--- src/sfsc_pkg.sv ---
// Package for the sensor frame sum and CRC block: types, constants and CRC helpers.
package sfsc_pkg;

  // Frame variant codes as held in the variant register.
  typedef enum logic [1:0] {
    VAR_TEN   = 2'd0,
    VAR_EIGHT = 2'd1,
    VAR_SHORT = 2'd2,
    VAR_SPARE = 2'd3
  } variant_t;

  // Configuration register indexes.
  localparam logic CFG_IDX_VARIANT = 1'b0;
  localparam logic CFG_IDX_POLY    = 1'b1;

  // Reset values of the configuration registers.
  localparam logic [1:0] VARIANT_RESET = 2'd0;
  localparam logic [7:0] POLY_RESET    = 8'h07;

  // Initial CRC values for each variant.
  localparam logic [7:0] CRC_INIT_TEN   = 8'h00;
  localparam logic [7:0] CRC_INIT_EIGHT = 8'h3C;
  localparam logic [7:0] CRC_INIT_SHORT = 8'hD6;

  // Index of the final byte for each variant.
  localparam logic [3:0] LAST_IDX_TEN   = 4'd9;
  localparam logic [3:0] LAST_IDX_EIGHT = 4'd7;
  localparam logic [3:0] LAST_IDX_SHORT = 4'd5;

  // Byte positions whose nibbles are kept out of the CRC.
  localparam logic [3:0] POS_SKIP_HI = 4'd3;
  localparam logic [3:0] POS_SKIP_LO = 4'd2;

  // Four MSB-first shift steps of the CRC with the given polynomial.
  function automatic logic [7:0] crc_shift4(input logic [7:0] crc_in,
                                            input logic [7:0] poly);
    logic [7:0] c;
    c = crc_in;
    for (int k = 0; k < 4; k++) begin
      if (c[7]) begin
        c = {c[6:0], 1'b0} ^ poly;
      end else begin
        c = {c[6:0], 1'b0};
      end
    end
    return c;
  endfunction

  // Exchange the two nibbles of a byte.
  function automatic logic [7:0] swap_nibbles(input logic [7:0] v);
    return {v[3:0], v[7:4]};
  endfunction

  // Initial CRC for a raw variant code; the spare code acts as the ten-byte frame.
  function automatic logic [7:0] crc_init(input logic [1:0] code);
    logic [7:0] r;
    case (variant_t'(code))
      VAR_EIGHT: r = CRC_INIT_EIGHT;
      VAR_SHORT: r = CRC_INIT_SHORT;
      default:   r = CRC_INIT_TEN;
    endcase
    return r;
  endfunction

  // Final byte index for a raw variant code.
  function automatic logic [3:0] last_index(input logic [1:0] code);
    logic [3:0] r;
    case (variant_t'(code))
      VAR_EIGHT: r = LAST_IDX_EIGHT;
      VAR_SHORT: r = LAST_IDX_SHORT;
      default:   r = LAST_IDX_TEN;
    endcase
    return r;
  endfunction

endpackage

--- src/sensor_frame_sum_and_crc.sv ---
// Sensor frame check generator: nibble sum and nibble-serial CRC-8 over one frame.
//
// Usage: payload bytes enter on the in_ channel (valid/ready), one byte per item, with
// in_frame_start marking byte 0 of a new frame. Each byte is folded into an 8-bit
// wrapping nibble sum and an 8-bit CRC within the cycle it is accepted. On the final
// byte of the selected frame variant one result item leaves on the out_ channel with
// the packed check bytes, the final sum and the final CRC; other bytes give no item.
// Throughput is one byte per cycle unless a result item waits with out_ready low, set by
// the single combinational CRC update between the state registers and the result register.
// The result is valid in the cycle after its final byte is accepted.
// The result register parts the two sides: while it holds an item that is not taken,
// in_ready stays high if out_ready is high and falls otherwise, so a stalled receiver
// holds the sender only when a result is waiting.
// Write configuration through cfg_we/cfg_index/cfg_wdata only while the block is idle; it is not enforced.
// A variant write discards any partial frame; a polynomial write leaves state alone.
// Reset (synchronous, rst_n low) selects the ten-byte variant, polynomial 0x07 and
// clears position, sum, CRC and the result valid flag.
module sensor_frame_sum_and_crc
  import sfsc_pkg::*;
(
  input  logic       clk,
  input  logic       rst_n,
  // Configuration write port
  input  logic       cfg_we,
  input  logic       cfg_index,
  input  logic [7:0] cfg_wdata,
  // Input channel
  input  logic       in_valid,
  output logic       in_ready,
  input  logic [7:0] in_payload_byte,
  input  logic       in_frame_start,
  // Result channel
  output logic       out_valid,
  input  logic       out_ready,
  output logic [7:0] out_check_byte_first,
  output logic [7:0] out_check_byte_second,
  output logic [7:0] out_check_byte_third,
  output logic [7:0] out_sum_value,
  output logic [7:0] out_crc_value
);

  // Configuration and frame state.
  logic [1:0] variant_r;
  logic [7:0] poly_r;
  logic [3:0] pos_r,  pos_nxt;
  logic [7:0] sum_r,  sum_nxt;
  logic [7:0] crc_r,  crc_nxt;

  // Result register.
  logic       out_valid_r;
  logic [7:0] first_r, first_nxt;
  logic [7:0] second_r, second_nxt;
  logic [7:0] third_r, third_nxt;
  logic [7:0] osum_r, osum_nxt;
  logic [7:0] ocrc_r, ocrc_nxt;

  logic       in_acc;
  logic       is_short;
  logic       is_final;
  logic [3:0] base_pos;
  logic [7:0] base_sum;
  logic [7:0] base_crc;
  logic [7:0] byte_m;
  logic [7:0] sum_upd;
  logic [7:0] crc_hi;
  logic [7:0] crc_lo;
  logic [7:0] crc_end;

  assign in_ready = !out_valid_r || out_ready;
  assign in_acc   = in_valid && in_ready;
  assign is_short = (variant_t'(variant_r) == VAR_SHORT);

  // Fold one byte into the sum and CRC.
  always_comb begin
    base_pos = in_frame_start ? 4'd0 : pos_r;
    base_sum = in_frame_start ? 8'd0 : sum_r;
    base_crc = in_frame_start ? crc_init(variant_r) : crc_r;
    is_final = (base_pos >= last_index(variant_r));
    // In the long variants the final byte's low nibble counts as zero.
    byte_m   = (is_final && !is_short) ? {in_payload_byte[7:4], 4'h0} : in_payload_byte;
    sum_upd  = base_sum + {4'h0, byte_m[7:4]} + {4'h0, byte_m[3:0]};
    crc_hi   = (base_pos != POS_SKIP_HI) ?
               crc_shift4(base_crc ^ {4'h0, byte_m[7:4]}, poly_r) : base_crc;
    crc_lo   = (base_pos != POS_SKIP_LO) ?
               crc_shift4(crc_hi ^ {4'h0, byte_m[3:0]}, poly_r) : crc_hi;
    crc_end  = is_short ? crc_shift4(crc_lo, poly_r) : crc_lo;
  end

  // Pack the check bytes for the result.
  always_comb begin
    osum_nxt = sum_upd;
    ocrc_nxt = crc_end;
    if (is_short) begin
      first_nxt  = swap_nibbles(sum_upd);
      second_nxt = swap_nibbles(crc_end);
      third_nxt  = 8'h00;
    end else begin
      first_nxt  = {byte_m[7:4], sum_upd[3:0]};
      second_nxt = {sum_upd[7:4], crc_end[3:0]};
      third_nxt  = {crc_end[7:4], 4'h0};
    end
  end

  // Next frame state: restart after the final byte.
  always_comb begin
    if (is_final) begin
      pos_nxt = 4'd0;
      sum_nxt = 8'd0;
      crc_nxt = crc_init(variant_r);
    end else begin
      pos_nxt = base_pos + 4'd1;
      sum_nxt = sum_upd;
      crc_nxt = crc_lo;
    end
  end

  // Configuration registers and frame state.
  always_ff @(posedge clk) begin
    if (!rst_n) begin
      variant_r <= VARIANT_RESET;
      poly_r    <= POLY_RESET;
      pos_r     <= 4'd0;
      sum_r     <= 8'd0;
      crc_r     <= crc_init(VARIANT_RESET);
    end else if (cfg_we && cfg_index == CFG_IDX_VARIANT) begin
      variant_r <= cfg_wdata[1:0];
      pos_r     <= 4'd0;
      sum_r     <= 8'd0;
      crc_r     <= crc_init(cfg_wdata[1:0]);
    end else begin
      if (cfg_we && cfg_index == CFG_IDX_POLY) begin
        poly_r <= cfg_wdata;
      end
      if (in_acc) begin
        pos_r <= pos_nxt;
        sum_r <= sum_nxt;
        crc_r <= crc_nxt;
      end
    end
  end

  // Result valid flag.
  always_ff @(posedge clk) begin
    if (!rst_n) begin
      out_valid_r <= 1'b0;
    end else if (in_acc && is_final) begin
      out_valid_r <= 1'b1;
    end else if (out_ready) begin
      out_valid_r <= 1'b0;
    end
  end

  // Result payload.
  always_ff @(posedge clk) begin
    if (in_acc && is_final) begin
      first_r  <= first_nxt;
      second_r <= second_nxt;
      third_r  <= third_nxt;
      osum_r   <= osum_nxt;
      ocrc_r   <= ocrc_nxt;
    end
  end

  assign out_valid             = out_valid_r;
  assign out_check_byte_first  = first_r;
  assign out_check_byte_second = second_r;
  assign out_check_byte_third  = third_r;
  assign out_sum_value         = osum_r;
  assign out_crc_value         = ocrc_r;

endmodule

--- config.mk ---
export PLATFORM = sky130hd
export DESIGN_NAME = sensor_frame_sum_and_crc
export DESIGN_NICKNAME = d
export VERILOG_FILES = /design/src/sfsc_pkg.sv /design/src/sensor_frame_sum_and_crc.sv
export SDC_FILE = /design/constraint.sdc
export NUM_CORES = 1
export LEC_CHECK = 0
export ABC_AREA = 1
export CORE_MARGIN = 2
export CORE_UTILIZATION = 45
export CTS_BUF_LIST = sky130_fd_sc_hd__clkbuf_4 sky130_fd_sc_hd__clkbuf_8
export CTS_CLUSTER_SIZE = 24
export DETAILED_ROUTE_END_ITERATION = 7
export DONT_BUFFER_PORTS = 1
export SLEW_MARGIN = 20
export SYNTH_ARGS = -nofsm -noshare
export SYNTH_HDL_FRONTEND = slang
export SYNTH_SLANG_ARGS = --single-unit
--- constraint.sdc ---
create_clock -name clk -period 7.9 [get_ports clk]
set_clock_uncertainty 0.2 [all_clocks]
set_input_delay 0.395 -clock clk [delete_from_list [all_inputs] [get_ports clk]]
set_output_delay 0.395 -clock clk [all_outputs]
set_load 0.005 [all_outputs]
# After elaboration in Yosys (flattened, before gate mapping)

Index checks and enable logic that the tools add are counted.

$add $sub $neg: 3
$lt $le $gt $ge: 1
Equal/unequal tests: 6
Mux-type cells: 31
Bitwise gates (word level): 17
Reductions and logical operators: 12

Operator list:

| cell                  | number |
|---|---|
| $mux W8               | 23 |
| $xor A8 B8 Y8         | 12 |
| $pmux W8 S2           | 2 |
| $add A8 B4 Y8         | 2 |
| $xor A8 B4 Y8         | 2 |
| $mux W4               | 3 |
| $ne A4 B2 Y1 const B  | 2 |
| $pmux W4 S2           | 1 |
| $logic_and A1 B1 Y1   | 5 |
| $add A4 B1 Y4 const B | 1 |
| $eq A2 B1 Y1 const B  | 2 |
| $eq A2 B2 Y1 const B  | 2 |
| $ge A4 B4 Y1          | 1 |
| $reduce_bool A2 Y1    | 2 |
| $not A1 Y1            | 3 |
| $logic_not A1 Y1      | 2 |
| $mux W1               | 2 |
| $reduce_and A2 Y1     | 1 |
| $reduce_or A2 Y1      | 1 |
| $logic_or A1 B1 Y1    | 1 |

Register bits: 71
Word-level logic and storage cells: 82

# Longest topological paths before layout

Depth in word-level cells: 33
Mapped depth: 49
Gate-level depth less buffers: 47

# Worst setup path after synthesis

No wires, ideal clock.

Path kind: flip-flop to flip-flop
From: register variant_r[0]
To: register second_r[1] (netlist: out_check_byte_second[1]) (data pin)
Data arrival time: 3823 ps
Data required time: 7445 ps
Path slack: 3622 ps
Stages on the path, launching flop included: 39
Path buffers: 3
Path through: dfxtp_1 inv_1 ha_1 nand2_1 o21a_1 nor2_1 nor2_2 inv_1 nand2_1 nand2_1 nor2_1 nor2_4 nand3_1 nand2_1 a21oi_4 nand3_2 nand2_2 buf_6 (+3 left out) inv_2 nand3_1 nand2_2 buf_4 nand2_1 nand2_1 nand3_1 nand2_1 nand2_1 a21boi_1 nand2_1 nand2_2 buf_6 nand2_2 xor2_1 nand2_1 nand3_1 nand2_1

Cells in the longest elaborated chain, start to end: 32
Elaborated cells between the ends (all ways): 39
Those cells by class: order compare: 1; eq/ne: 2; mux: 20; bitwise: 14; reduce/logical: 2

RTL lines:

| item                                                | RTL line                                                       | source |
|---|---|---|
| from (decl)                                         | sensor_frame_sum_and_crc.sv:43                                 | `logic [1:0] variant_r;` |
| from (signal assigned)                              | sensor_frame_sum_and_crc.sv:126                                | `variant_r <= cfg_wdata[1:0];` |
| $eq A2 B2 Y1 / $eq A2 B1 Y1 (equally long branches) | sfsc_pkg.sv:57, sfsc_pkg.sv:68, sensor_frame_sum_and_crc.sv:71 |  |
| $pmux W8 S2                                         | sfsc_pkg.sv:57                                                 | `case (variant_t'(code))` |
| $mux W8                                             | sensor_frame_sum_and_crc.sv:77                                 | `base_crc = in_frame_start ? crc_init(variant_r) : crc_r;` |
| $xor A8 B4 Y8                                       | sensor_frame_sum_and_crc.sv:83                                 | `crc_shift4(base_crc ^ {4'h0, byte_m[7:4]}, poly_r) : base_crc;` |
| $xor A8 B8 Y8                                       | sfsc_pkg.sv:41                                                 | `c = {c[6:0], 1'b0} ^ poly;` |
| $mux W8                                             | sfsc_pkg.sv:40                                                 | `if (c[7]) begin` |
| $xor A8 B8 Y8                                       | sfsc_pkg.sv:41                                                 |  |
| $mux W8                                             | sfsc_pkg.sv:40                                                 |  |
| (+17 left out)                                      | --                                                             |  |
| $mux W8                                             | sfsc_pkg.sv:40                                                 |  |
| $xor A8 B8 Y8                                       | sfsc_pkg.sv:41                                                 |  |
| $mux W8                                             | sfsc_pkg.sv:40                                                 |  |
| $xor A8 B8 Y8                                       | sfsc_pkg.sv:41                                                 |  |
| $mux W8                                             | sfsc_pkg.sv:40                                                 |  |
| $mux W8                                             | sensor_frame_sum_and_crc.sv:86                                 | `crc_end = is_short ? crc_shift4(crc_lo, poly_r) : crc_lo;` |
| $mux W8 (*)                                         | sensor_frame_sum_and_crc.sv:93                                 | `if (is_short) begin` |
| net second_nxt[1]                                   | sensor_frame_sum_and_crc.sv:52                                 | `logic [7:0] second_r, second_nxt;` |
| to (signal assigned)                                | sensor_frame_sum_and_crc.sv:157                                | `second_r <= second_nxt;` |
| to (decl)                                           | sensor_frame_sum_and_crc.sv:52                                 |  |

The timed path passes the listed nets; every way through them passes the cells marked *.
A chain may end at the register's enable or synchronous reset.

# Worst setup path in the final report

From: register variant_r[1]
To: register second_r[1] (netlist: out_check_byte_second[1]) (data pin)

The elaborated chain is that of the path after synthesis.

==> results.md <==
- Status: completed
- Final setup TNS: 0 ns
- Worst VDD drop: 109 uV
- Met1 usage: 32.6%
- RSZ-0062 raised after global routing: no
- H-tree Lvls: 3
- Fmax: 176 MHz
- Max cap viols: 0
- CP Capture Type: register
- GRT met3 Usage: 5.97%
- Die W: 117 um
- Capture point of the worst path: out_check_byte_second[1]
- Period utilisation layout: 72.0%
- Largest net degree at the start of global routing: 39
- Required time of the critical path: 7.81 ns
- Most frequent cells in the layout: 310 x nand2_1, 116 x inv_1, 106 x nand3_1
- Vias in the first global route: 5158
- CP Max Fanout: 14
- Cts-stage hold buffer count: 4
- Final instance area: 5990 um^2
- Max clock buf depth: 2
- DRT Pass-1 Iters: 5
- WS Path Type: reg -> reg
- Initial antenna violation count: 0
- Period minus WS final: 5.69 ns
- Critical path's top delay family: simple AND/OR/NAND/NOR gates
- Most frequent CP cell: nand2_1
- Yosys warnings: 0
- Post-synth EDFFs: 36
- DPL Wire Length: 12000 um
- Detail Route Antenna Nets: 0
- First-pass GRT wire length: 25900 um
- 1st-iter DRT viols: 320
- Levels on crit path: 38
- Post-synth top area cell: nand2_1
- Routed Wire Length: 15600 um
- Power per cell area: 252 nW/um^2
- Post-route DRC: 0
- Clk pin slew, worst setup/hold paths: 0.08 ns
- Setup bufs post-CTS: 0
- GP Congestion: 0.983
- Initial Util: 45.7%
- Fill cell count: 1330
- Synth top area cells: nand2_1 20%, edfxtp_1 19%, dfxtp_1 11%
- Sequential fraction of the synthesis area: 29.7%
- Min-delay worst type: in -> reg
- Worst slew pin tran: 1.03 ns
- Num Clock Sinks: 67
- Via density: 5.20
- PortBufs: 0
- Hold-critical path depth: 2
- Final Setup Violations: 0
- Share of layout cells above drive strength 1: 8.57%
- Diode count: 0
- Die area: 13600 um^2
- Endpoints failing hold: 0
- Layout area overhead: 4.68%
- Post-CTS Resized: 0
- CTS tree: built
- Routed len/inst: 14.9 um
- R2r setup slk: 2.21 ns
- CP Launch Type: register
- Post-synthesis cell type count: 43
- Grt met2 use: 39.2%
- Arrival time at the worst endpoint: 5.59 ns
- Global route overflow: 0
- Ys async rst share: 0%
- Crit-path max cell delay: 0.39 ns
- Insertion delay to the later sink of the worst-skew pair: 0.36 ns
- Post-DP Area: 5740 um^2
- Beginning of the critical path: variant_r[1]
- Vert. Die Dim: 117 um
- Top-area cell type share of the netlist area: 20.3%
- Sequential cell area: 1700 um^2
- Inserted Clock Buffers: 9
- Multi-input gate area: 3330 um^2
- Final net count: 913
- FP Rows: 41
- Syn avg cell area: 6.47 um^2
- Clock root buffer: clkbuf_8
- Mapped Cells: 885
- Area of the core: 12500 um^2
- Post-synth top flop: edfxtp_1
- Slew headroom: 31.1%
- I/O pin count: 65
- Crit path buffers/inverters: 4
- Post-synthesis register bit count: 67
- Pins over their slew limit: 0
- Commonest non-fill, non-tap cell in the layout: nand2_1
- Via Count: 5443
- FF-to-FF path depth: 38
- Busiest layer in global routing: met2
- Slowest cell on crit path: dfxtp_1
- Synthesized area: 5720 um^2
- R2R Path End: out_check_byte_second[1]
- P_leak: 2.95 nW
- GRT Util Overall: 24.6%
- Reg2reg start: variant_r[1]
[registers in the layout (all words and copies together), names as in the netlist]
signal                 count
poly_r                     8
out_crc_value              8
out_sum_value              8
variant_r                  2
out_check_byte_second      8
out_check_byte_first       8
out_valid                  1
pos_r                      4
crc_r                      8
out_check_byte_third       4
sum_r                      8
[Yosys cell counts (all sizes together), types with 2 or more instances]
library cell and instances:
ha 15, nand3 114, o21ai 25, edfxtp 36, inv 124, fa 5
buf 24, xor2 16, o21a 2, dfxtp 31, o211ai 5, or2 3
a22oi 2, nand2 338, nand4 3, clkbuf 12, xnor2 13, nor2 66
a21oi 42
[kinds of logic after synthesis]
family	Yosys count	synth area share [%]
buffers and inverters	161	12.4
AOI/OAI and AO/OA	80	7.94
and+or+nand+nor	527	40.4
other	1	0.0655
xor gates and xnor gates	29	4.44
DFF	67	29.7
adders and majority gates	20	5.03
[metrics by stage]
step / total power, mW / util, % / hold WS, ns / instances / worst slack (ns)
6_report: 1.51 / 47.9 / 0.0245 / 1047 / 2.21
5_1_grt: 1.66 / 47.9 / 0.0114 / 1047 / 1.55
4_1_cts: 1.52 / 47.9 / 0.00794 / 1047 / 2.28
3_5_place_dp: 1.21 / 45.9 / 0.257 / 1027 / 2.32
3_3_place_gp: 1.19 / 45.9 / 0.253 / 1027 / 2.50
2_1_floorplan: 1.08 / - / 0.242 / 888 / 3.62
[report_power, final]
group / switching [mW] / internal (mW)
Sequential: 0.0193 / 0.405
Clock: 0.145 / 0.157
Combinational: 0.523 / 0.260
Total: 0.688 / 0.823
[area by class of cell]
cell class,count,area share (%)
clock buffers,10,2.30
clock inverters,6,1.21
inverters,125,7.88
multi-input cells,660,55.6
flip-flops and latches,67,28.4
well taps,172,3.59
repair buffers,7,1.04
[how the worst min path moves through the flow]
stage / startpoint / endpoint / slack, ns
after floorplan: sum_r[7] / sum_r[7] / 0.24
after global placement: sum_r[3] / sum_r[3] / 0.25
after detailed placement: pos_r[2] / pos_r[2] / 0.26
after CTS: in_payload_byte[6] / out_check_byte_first[6] / 0.008
after global routing: in_payload_byte[4] / out_check_byte_first[4] / 0.01
final: in_payload_byte[6] / out_check_byte_first[6] / 0.02
[metal layers]
metal	share of wire [%]	wire, um
met1	45	7070
met2	45	7060
met3	6.8	1050
met4	2.5	395
met5	0	0
Power figures use the tool's default switching activity.
